## src/rtl/dqe_pkg.sv

```systemverilog
// ----------------------------------------------------------------------------
// dqe_pkg: disk quota enforcer shared definitions
// Counter width, configuration register indexes, action and notice codes.
// ----------------------------------------------------------------------------
`default_nettype none

package dqe_pkg;

  localparam int COUNT_WIDTH = 32;
  // compare width: room for a counter or a 32-bit field plus one carry bit
  localparam int CMP_WIDTH   = ((COUNT_WIDTH > 32) ? COUNT_WIDTH : 32) + 1;
  localparam int CFG_IDX_W   = 3;

  typedef logic [COUNT_WIDTH-1:0] cnt_t;
  typedef logic [CMP_WIDTH-1:0]   cmp_t;

  typedef enum logic [CFG_IDX_W-1:0] {
    CFG_QUOTA_ENABLED    = 3'd0,
    CFG_BLOCK_SOFT_LIMIT = 3'd1,
    CFG_BLOCK_HARD_LIMIT = 3'd2,
    CFG_FILE_SOFT_LIMIT  = 3'd3,
    CFG_FILE_HARD_LIMIT  = 3'd4,
    CFG_BLOCK_GRACE      = 3'd5,
    CFG_FILE_GRACE       = 3'd6
  } cfg_idx_t;

  typedef enum logic [1:0] {
    ACT_BLOCK_CHANGE = 2'd0,
    ACT_FILE_CREATE  = 2'd1,
    ACT_FILE_DELETE  = 2'd2
  } action_t;

  typedef enum logic [2:0] {
    NOTE_NONE       = 3'd0,
    NOTE_BLOCK_HARD = 3'd1,
    NOTE_BLOCK_WARN = 3'd2,
    NOTE_BLOCK_OVER = 3'd3,
    NOTE_FILE_HARD  = 3'd4,
    NOTE_FILE_WARN  = 3'd5,
    NOTE_FILE_OVER  = 3'd6
  } notice_t;

  localparam cmp_t CNT_MAX = {{(CMP_WIDTH-COUNT_WIDTH){1'b0}}, {COUNT_WIDTH{1'b1}}};

  function automatic cmp_t ext_cnt(input cnt_t v);
    return {{(CMP_WIDTH-COUNT_WIDTH){1'b0}}, v};
  endfunction

  function automatic cmp_t ext_32(input logic [31:0] v);
    return {{(CMP_WIDTH-32){1'b0}}, v};
  endfunction

  // low 32 bits of a counter, zero extended when the counter is narrower
  function automatic logic [31:0] cnt_to_32(input cnt_t v);
    cmp_t w;
    w = ext_cnt(v);
    return w[31:0];
  endfunction

  // saturating counter add
  function automatic cnt_t sat_add(input cnt_t a, input logic [31:0] b);
    cmp_t s;
    s = ext_cnt(a) + ext_32(b);
    if (s > CNT_MAX) begin
      return {COUNT_WIDTH{1'b1}};
    end
    return s[COUNT_WIDTH-1:0];
  endfunction

endpackage

`default_nettype wire

```

## src/rtl/dqe_if.sv

```systemverilog
// ----------------------------------------------------------------------------
// dqe_in_if / dqe_out_if: request and result channels
// Valid/ready channels carrying one quota request or one quota result.
// ----------------------------------------------------------------------------
`default_nettype none

interface dqe_in_if;
  logic        valid;
  logic        ready;
  logic [1:0]  action;
  logic signed [31:0] block_change;
  logic        force_req;
  logic        is_superuser;
  logic        requester_is_owner;
  logic [31:0] now;

  modport source (output valid, action, block_change, force_req, is_superuser,
                  requester_is_owner, now, input ready);
  modport sink   (input valid, action, block_change, force_req, is_superuser,
                  requester_is_owner, now, output ready);
endinterface

interface dqe_out_if;
  logic        valid;
  logic        ready;
  logic        denied;
  logic [2:0]  notice;
  logic [31:0] block_usage_out;
  logic [31:0] file_usage_out;
  logic        record_modified;

  modport source (output valid, denied, notice, block_usage_out, file_usage_out,
                  record_modified, input ready);
  modport sink   (input valid, denied, notice, block_usage_out, file_usage_out,
                  record_modified, output ready);
endinterface

`default_nettype wire

```

## src/rtl/disk_quota_enforcer.sv

```systemverilog
// ----------------------------------------------------------------------------
// disk_quota_enforcer: soft/hard quota with grace period, one record
// Updates block and file usage per request and refuses over-quota allocations.
// ----------------------------------------------------------------------------
// usage:
//   in_req   valid/ready request channel: action, block delta, force,
//            superuser, owner and current time
//   out_rsp  valid/ready result channel: denied, notice code, block and
//            file usage after the request, dirty mark
//   cfg_*    write-only register port, written only while the block is idle;
//            the user must keep to this, the block itself does not enforce it
// latency: the result is on out_rsp the cycle after acceptance; throughput:
//   one request per cycle; the whole quota update is one combinational pass
//   from record registers and request fields into record and result registers
// in_req.ready is high whenever the result register is empty or is being
//   taken in the same cycle, so a stalled receiver holds back one result
//   and then the request side
// reset (rst_n low, synchronous): registers, usage counters, deadlines,
//   warned flags and dirty mark go to zero, result register empties
// ----------------------------------------------------------------------------
`default_nettype none

module disk_quota_enforcer (
  input  wire                        clk,
  input  wire                        rst_n,
  input  wire                        cfg_we,
  input  wire [dqe_pkg::CFG_IDX_W-1:0] cfg_index,
  input  wire [31:0]                 cfg_wdata,
  dqe_in_if.sink                     in_req,
  dqe_out_if.source                  out_rsp
);
  import dqe_pkg::*;

  // configuration
  logic        quota_enabled_r;
  logic [31:0] block_soft_r, block_hard_r, file_soft_r, file_hard_r;
  logic [31:0] block_grace_r, file_grace_r;

  // quota record
  cnt_t        block_usage_r, block_usage_nxt;
  cnt_t        file_usage_r, file_usage_nxt;
  logic [31:0] block_deadline_r, block_deadline_nxt;
  logic [31:0] file_deadline_r, file_deadline_nxt;
  logic        block_warned_r, block_warned_nxt;
  logic        file_warned_r, file_warned_nxt;
  logic        dirty_r, dirty_nxt;

  // result register
  logic        out_valid_r;
  logic        denied_r, denied_nxt;
  notice_t     notice_r, notice_nxt;

  logic        accept;
  logic        active;
  logic [31:0] raw, mag;
  cnt_t        ncur, bfree;
  cmp_t        sub_w;

  assign in_req.ready = !out_valid_r || out_rsp.ready;
  assign accept       = in_req.valid && in_req.ready;
  assign active       = quota_enabled_r &&
                        ((block_soft_r | block_hard_r | file_soft_r | file_hard_r) != '0);

  assign raw   = in_req.block_change;
  assign mag   = ~raw + 32'd1;
  assign sub_w = ext_cnt(block_usage_r) - ext_32(mag);
  assign bfree = (ext_cnt(block_usage_r) >= ext_32(mag)) ? sub_w[COUNT_WIDTH-1:0] : '0;

  always_comb begin
    block_usage_nxt    = block_usage_r;
    file_usage_nxt     = file_usage_r;
    block_deadline_nxt = block_deadline_r;
    file_deadline_nxt  = file_deadline_r;
    block_warned_nxt   = block_warned_r;
    file_warned_nxt    = file_warned_r;
    dirty_nxt          = dirty_r;
    denied_nxt         = 1'b0;
    notice_nxt         = NOTE_NONE;
    ncur               = '0;

    case (in_req.action)
      ACT_BLOCK_CHANGE: begin
        if (active && raw != '0) begin
          dirty_nxt = 1'b1;
          if (raw[31]) begin
            // free: floor at zero
            block_usage_nxt  = bfree;
            block_warned_nxt = 1'b0;
            if (ext_cnt(bfree) < ext_32(block_soft_r)) begin
              block_deadline_nxt = '0;
            end
          end else begin
            ncur = sat_add(block_usage_r, raw);
            if (!in_req.is_superuser) begin
              if (block_hard_r != '0 && ext_cnt(ncur) >= ext_32(block_hard_r) &&
                  !in_req.force_req) begin
                if (!block_warned_nxt && in_req.requester_is_owner) begin
                  notice_nxt       = NOTE_BLOCK_HARD;
                  block_warned_nxt = 1'b1;
                end
                denied_nxt = 1'b1;
              end
              if (block_soft_r != '0 && ext_cnt(ncur) >= ext_32(block_soft_r)) begin
                if (ext_cnt(block_usage_r) < ext_32(block_soft_r) ||
                    block_deadline_r == '0) begin
                  block_deadline_nxt = in_req.now + block_grace_r;
                  if (in_req.requester_is_owner && notice_nxt == NOTE_NONE) begin
                    notice_nxt = NOTE_BLOCK_WARN;
                  end
                end else if (in_req.now > block_deadline_r && !in_req.force_req) begin
                  if (!block_warned_nxt && in_req.requester_is_owner) begin
                    notice_nxt       = NOTE_BLOCK_OVER;
                    block_warned_nxt = 1'b1;
                  end
                  denied_nxt = 1'b1;
                end
              end
            end
            if (!denied_nxt) begin
              block_usage_nxt = ncur;
            end
          end
        end
      end
      ACT_FILE_CREATE: begin
        if (quota_enabled_r && (file_soft_r | file_hard_r) != '0) begin
          dirty_nxt = 1'b1;
          ncur      = sat_add(file_usage_r, 32'd1);
          if (!in_req.is_superuser) begin
            if (file_hard_r != '0 && ext_cnt(ncur) >= ext_32(file_hard_r) &&
                !in_req.force_req) begin
              if (!file_warned_r && in_req.requester_is_owner) begin
                notice_nxt      = NOTE_FILE_HARD;
                file_warned_nxt = 1'b1;
              end
              denied_nxt = 1'b1;
            end else if (file_soft_r != '0 && ext_cnt(ncur) >= ext_32(file_soft_r)) begin
              if (ext_cnt(ncur) == ext_32(file_soft_r) || file_deadline_r == '0) begin
                file_deadline_nxt = in_req.now + file_grace_r;
                if (in_req.requester_is_owner) begin
                  notice_nxt = NOTE_FILE_WARN;
                end
              end else if (in_req.now > file_deadline_r && !in_req.force_req) begin
                if (!file_warned_r && in_req.requester_is_owner) begin
                  notice_nxt      = NOTE_FILE_OVER;
                  file_warned_nxt = 1'b1;
                end
                denied_nxt = 1'b1;
              end
            end
          end
          if (!denied_nxt) begin
            file_usage_nxt = ncur;
          end
        end
      end
      ACT_FILE_DELETE: begin
        if (active) begin
          dirty_nxt       = 1'b1;
          file_warned_nxt = 1'b0;
          if (file_usage_r != '0) begin
            file_usage_nxt = file_usage_r - cnt_t'(1);
          end
          if (ext_cnt(file_usage_nxt) < ext_32(file_soft_r)) begin
            file_deadline_nxt = '0;
          end
        end
      end
      default: begin
      end
    endcase
  end

  // configuration registers
  always_ff @(posedge clk) begin
    if (!rst_n) begin
      quota_enabled_r <= 1'b0;
      block_soft_r    <= '0;
      block_hard_r    <= '0;
      file_soft_r     <= '0;
      file_hard_r     <= '0;
      block_grace_r   <= '0;
      file_grace_r    <= '0;
    end else if (cfg_we) begin
      case (cfg_index)
        CFG_QUOTA_ENABLED:    quota_enabled_r <= cfg_wdata[0];
        CFG_BLOCK_SOFT_LIMIT: block_soft_r    <= cfg_wdata;
        CFG_BLOCK_HARD_LIMIT: block_hard_r    <= cfg_wdata;
        CFG_FILE_SOFT_LIMIT:  file_soft_r     <= cfg_wdata;
        CFG_FILE_HARD_LIMIT:  file_hard_r     <= cfg_wdata;
        CFG_BLOCK_GRACE:      block_grace_r   <= cfg_wdata;
        CFG_FILE_GRACE:       file_grace_r    <= cfg_wdata;
        default: begin
        end
      endcase
    end
  end

  // quota record and result valid
  always_ff @(posedge clk) begin
    if (!rst_n) begin
      block_usage_r    <= '0;
      file_usage_r     <= '0;
      block_deadline_r <= '0;
      file_deadline_r  <= '0;
      block_warned_r   <= 1'b0;
      file_warned_r    <= 1'b0;
      dirty_r          <= 1'b0;
      out_valid_r      <= 1'b0;
    end else begin
      if (accept) begin
        block_usage_r    <= block_usage_nxt;
        file_usage_r     <= file_usage_nxt;
        block_deadline_r <= block_deadline_nxt;
        file_deadline_r  <= file_deadline_nxt;
        block_warned_r   <= block_warned_nxt;
        file_warned_r    <= file_warned_nxt;
        dirty_r          <= dirty_nxt;
        out_valid_r      <= 1'b1;
      end else if (out_rsp.ready) begin
        out_valid_r <= 1'b0;
      end
    end
  end

  // result payload, usage outputs come straight from the record
  always_ff @(posedge clk) begin
    if (accept) begin
      denied_r <= denied_nxt;
      notice_r <= notice_nxt;
    end
  end

  assign out_rsp.valid           = out_valid_r;
  assign out_rsp.denied          = denied_r;
  assign out_rsp.notice          = notice_r;
  assign out_rsp.block_usage_out = cnt_to_32(block_usage_r);
  assign out_rsp.file_usage_out  = cnt_to_32(file_usage_r);
  assign out_rsp.record_modified = dirty_r;

endmodule

`default_nettype wire

```

## src/flat_wrapper.sv

```systemverilog
// flat-port wrapper written by rule: the top's interface ports become plain ports
module disk_quota_enforcer_flat import dqe_pkg::*;
  (clk, rst_n, cfg_we, cfg_index, cfg_wdata, in_req_valid, in_req_action, in_req_block_change, in_req_force_req, in_req_is_superuser, in_req_requester_is_owner, in_req_now, in_req_ready, out_rsp_valid, out_rsp_denied, out_rsp_notice, out_rsp_block_usage_out, out_rsp_file_usage_out, out_rsp_record_modified, out_rsp_ready);
  dqe_in_if in_req_i ();
  dqe_out_if out_rsp_i ();
  input  wire clk;
  input  wire rst_n;
  input  wire cfg_we;
  input  wire [dqe_pkg::CFG_IDX_W-1:0] cfg_index;
  input  wire [31:0] cfg_wdata;
  input wire logic [$bits(in_req_i.valid)-1:0] in_req_valid;
  input wire logic [$bits(in_req_i.action)-1:0] in_req_action;
  input wire logic [$bits(in_req_i.block_change)-1:0] in_req_block_change;
  input wire logic [$bits(in_req_i.force_req)-1:0] in_req_force_req;
  input wire logic [$bits(in_req_i.is_superuser)-1:0] in_req_is_superuser;
  input wire logic [$bits(in_req_i.requester_is_owner)-1:0] in_req_requester_is_owner;
  input wire logic [$bits(in_req_i.now)-1:0] in_req_now;
  output wire logic [$bits(in_req_i.ready)-1:0] in_req_ready;
  output wire logic [$bits(out_rsp_i.valid)-1:0] out_rsp_valid;
  output wire logic [$bits(out_rsp_i.denied)-1:0] out_rsp_denied;
  output wire logic [$bits(out_rsp_i.notice)-1:0] out_rsp_notice;
  output wire logic [$bits(out_rsp_i.block_usage_out)-1:0] out_rsp_block_usage_out;
  output wire logic [$bits(out_rsp_i.file_usage_out)-1:0] out_rsp_file_usage_out;
  output wire logic [$bits(out_rsp_i.record_modified)-1:0] out_rsp_record_modified;
  input wire logic [$bits(out_rsp_i.ready)-1:0] out_rsp_ready;
  assign in_req_i.valid = in_req_valid;
  assign in_req_i.action = in_req_action;
  assign in_req_i.block_change = in_req_block_change;
  assign in_req_i.force_req = in_req_force_req;
  assign in_req_i.is_superuser = in_req_is_superuser;
  assign in_req_i.requester_is_owner = in_req_requester_is_owner;
  assign in_req_i.now = in_req_now;
  assign in_req_ready = in_req_i.ready;
  assign out_rsp_valid = out_rsp_i.valid;
  assign out_rsp_denied = out_rsp_i.denied;
  assign out_rsp_notice = out_rsp_i.notice;
  assign out_rsp_block_usage_out = out_rsp_i.block_usage_out;
  assign out_rsp_file_usage_out = out_rsp_i.file_usage_out;
  assign out_rsp_record_modified = out_rsp_i.record_modified;
  assign out_rsp_i.ready = out_rsp_ready;
  disk_quota_enforcer u_core (.clk(clk), .rst_n(rst_n), .cfg_we(cfg_we), .cfg_index(cfg_index), .cfg_wdata(cfg_wdata), .in_req(in_req_i), .out_rsp(out_rsp_i));
endmodule
```

## config.mk

```make
export PLATFORM = sky130hd
export DESIGN_NAME = disk_quota_enforcer_flat
export DESIGN_NICKNAME = d
export VERILOG_FILES = /design/src/rtl/dqe_pkg.sv /design/src/rtl/dqe_if.sv /design/src/rtl/disk_quota_enforcer.sv /design/src/flat_wrapper.sv
export SDC_FILE = /design/constraint.sdc
export NUM_CORES = 2
export LEC_CHECK = 0
export BUFFER_PORTS_ARGS = -buffer_cell sky130_fd_sc_hd__buf_2
export CAP_MARGIN = 30
export CORE_MARGIN = 2
export CORE_UTILIZATION = 50
export CTS_BUF_LIST = sky130_fd_sc_hd__clkbuf_16
export DETAILED_ROUTE_END_ITERATION = 10
export PLACE_DENSITY = 0.75
export SYNTH_ARGS = -nofsm -noshare
export SYNTH_HDL_FRONTEND = slang
export SYNTH_SLANG_ARGS = --single-unit
```

## constraint.sdc

```tcl
create_clock -name clk -period 14.6 [get_ports clk]
set_input_delay 2.92 -clock clk [delete_from_list [all_inputs] [get_ports clk]]
set_output_delay 2.92 -clock clk [all_outputs]
set_load 0.005 [all_outputs]
```

==> out/metrics.yaml <==
route:
  viasPerCell: 6.12
  drc: 0
  dr.pass1.iters: 6
  via_count: 28600
  drt-initial-drc-count: 2543
  wl_per_cell_um: 19.9
  drtAntennaViolNets: 0
  drt_wl_total_mm: 93.0
layout:
  area_growth_pct: 9.81
  fin_nets: 4424
  drive_gt1_share_pct: 8.14
  fin_cells: 4677
cts:
  root_buffer: "clkbuf_16"
  cts_htree_levels: 2
  cts_buffers: 38
  insertion_delay_ns: 0.59
  post_cts_resized: 0
  clkTransAtPathRegs_ns: 0.06
  cts_tree: "yes"
  cts.sinks: 329
  post_cts_buffers: 0
  hold_buffers: 0
  cts-root-to-sink-buffers: 3
synthesis:
  async_flop_share_pct: 0
  seq_area_frac_synth_pct: 23.3
  synth_warnings: 0
  synth_edf_count: 4
  ys_ff_latch: 329
  synth_common_cells: "nand2_1, a21oi_1, ha_1"
  synth_most_common_cell: "nand2_1"
  syn_area_um2: 28400
  synth_top_area_share_pct: 22.9
  syn_nets: 4340
  avgSynthCellArea_um2: 7.47
  synth_cells: 3807
  synth_largest_area_cell: "dfxtp_1"
  synth_cell_type_count: 81
  synth_area_leaders: "dfxtp_1, ha_1, nand2_1, a21oi_1, inv_1"
  ys.flop_type: "dfxtp_1"
sta:
  slew_viol_final: 0
  setup_tns_ns: 0
  fmax_ghz: 0.102
  min_period_over_period_pct: 67.4
  clock_skew_ns: 0.0219
  period_minus_slack_ns: 9.84
  tightestPinTransition_ns: 1.02
  setup_viol: 0
  slew_headroom_pct: 31.8
  grt_setup_unrepaired: "no"
  hold_viol: 0
worst_setup_path:
  cp_data_required_time_ns: 15.09
  cpMostUsedCell: "nor2_1"
  crit_slowest_cell: "a2111oi_0"
  crit_path_end_kind: "flop"
  ff2ff_path_depth: 21
  cpPeakStageDelay_ns: 0.65
  path_max_fanout: 27
  start_kind: "primary input"
  crit_type: "primary input to flop"
  arrival_ns: 10.33
flow_run:
  cap_viol_max_count: 0
power_and_ir_drop:
  ir_drop_uv: 83.2
  powerDensity_nw_per_um2: 80.7
  leakagePower_nw: 13.1
  power.total_mw: 2.52
place:
  io_buffers: 179
  dp_hpwl_mm: 70.7
  post-place-cells: 4607
  place_congestion: 0.995
floorplan:
  fp.dieH_um: 243
  rows: 87
  die-width_um: 243
  dieArea_um2: 58800
  floorplan.initialDensity_pct: 50.5
  core_um2: 56300
  design.portCount: 180
grt:
  grt_max_degree: 118
  antenna_found_initial: 7
  grt_use_total_pct: 30.5
  grt_pass1_wl_mm: 145
  grt-ovfl-total: 0
  grt_pass1_vias: 26300
hold_path:
  hp-class: "flop to flop"
  hold_depth: 2
run_status:
  status: "complete, no violations"
==> path summary, 6_finish.rpt <==
check / start / endpoint / slack [ns]
setup reg to reg: u_core.out_rsp.file_usage_out[1] / u_core.out_rsp.file_usage_out[1] / 7.01
hold / removal: u_core.file_grace_r[9] / u_core.file_grace_r[9] / 0.46
setup / recovery: in_req_block_change[2] / u_core.block_deadline_r[19] / 4.76
hold reg to reg: u_core.file_grace_r[9] / u_core.file_grace_r[9] / 0.46
==> through the flow <==
| step | utilization (%) | setup WS [ns] | instance area (um^2) | hold WS (ns) |
|---|---|---|---|---|
| after floorplan | - | 5.24 | 28400 | 0.440 |
| after global placement | 53.1 | 4.16 | 29900 | 0.447 |
| after detailed placement | 53.3 | 4.28 | 30000 | 0.452 |
| after CTS | 55.5 | 4.84 | 31200 | 0.461 |
| after global routing | 55.5 | 4.29 | 31200 | 0.477 |
| final | 55.5 | 4.76 | 31200 | 0.459 |
==> cell usage in the layout, fill, tap and decap left out, drive strengths merged, types with 14 or more instances in the layout <==
cell and n:
a211oi 51, a21o 71, a21oi 427, a221oi 15
a22o 14, a31oi 35, and2 16, and3 24
buf 213, clkbuf 38, clkinv 16, dfxtp 325
ha 420, inv 268, mux2i 27, nand2 609
nand2b 42, nand3 71, nand4 92, nor2 243
nor2b 28, nor3 70, nor4 78, o211ai 28
o21a 33, o21ai 183, o21bai 23, o2bb2ai 35
o31ai 16, or3 27, xnor2 84, xor2 107
==> cell type report <==
cell class | count | area (um^2)
fillers | 5414 | 25000
clock buffers | 38 | 951
flip-flops and latches | 329 | 6630
inverters | 260 | 983
multi-input cells | 3049 | 20200
diodes | 3 | 7.51
clock inverters | 29 | 268
repair buffers | 213 | 1230
well taps | 756 | 946
==> critical path, delay by kind of cell <==
family | cells | cell delay (ns)
adders and majority gates | 2 | 0.69
and+or+nand+nor | 13 | 3.36
xor gates and xnor gates | 2 | 0.24
AOI/OAI and AO/OA | 11 | 2.76
buffers and inverters | 2 | 0.33
==> power by group <==
part	switching, mW	leakage (nW)	internal, mW
Combinational	0.385	9.80	0.233
Clock	0.434	0.621	0.536
Sequential	0.0176	2.67	0.914
Total	0.837	13.1	1.68
==> cells by family (layout without fill, tap and decap cells) <==
group,after synthesis,after routing,synth area share (%)
flip-flops,329,329,23.3
AND/OR/NAND/NOR,1355,1355,22.1
AO/OA/AOI/OAI,1051,1051,23.1
other,0,3,0
buffers and inverters,429,540,5.82
multiplexers,28,28,0.990
adder cells (fa/ha/maj),424,424,18.8
XOR/XNOR,191,191,5.88
==> flip-flops by register name (all words and copies together) (netlist names) <==
| name | cells |
|---|---|
| u_core.out_rsp.valid | 1 |
| u_core.file_hard_r | 32 |
| u_core.block_deadline_r | 32 |
| u_core.out_rsp.denied | 1 |
| u_core.out_rsp.notice | 3 |
| u_core.block_soft_r | 32 |
| u_core.quota_enabled_r | 1 |
| u_core.file_warned_r | 1 |
| u_core.file_soft_r | 32 |
| u_core.out_rsp.file_usage_out | 32 |
| u_core.block_warned_r | 1 |
| u_core.block_hard_r | 32 |
| u_core.file_grace_r | 32 |
| u_core.file_deadline_r | 32 |
| u_core.block_grace_r | 32 |
| u_core.out_rsp.block_usage_out | 32 |
| u_core.out_rsp.record_modified | 1 |
==> layer usage <==
layer | wire (um) | vias to the layer above | GRT usage (%) | part of all wire (%)
met5 | 53 | - | 0 | 0.057
met4 | 3540 | 8 | 11.6 | 3.8
met3 | 7860 | 219 | 4.76 | 8.4
met2 | 41600 | 1176 | 48.9 | 45
met1 | 40000 | 13300 | 41.1 | 43
li1 | - | 13900 | - | -
Power figures use the tool's default switching activity.
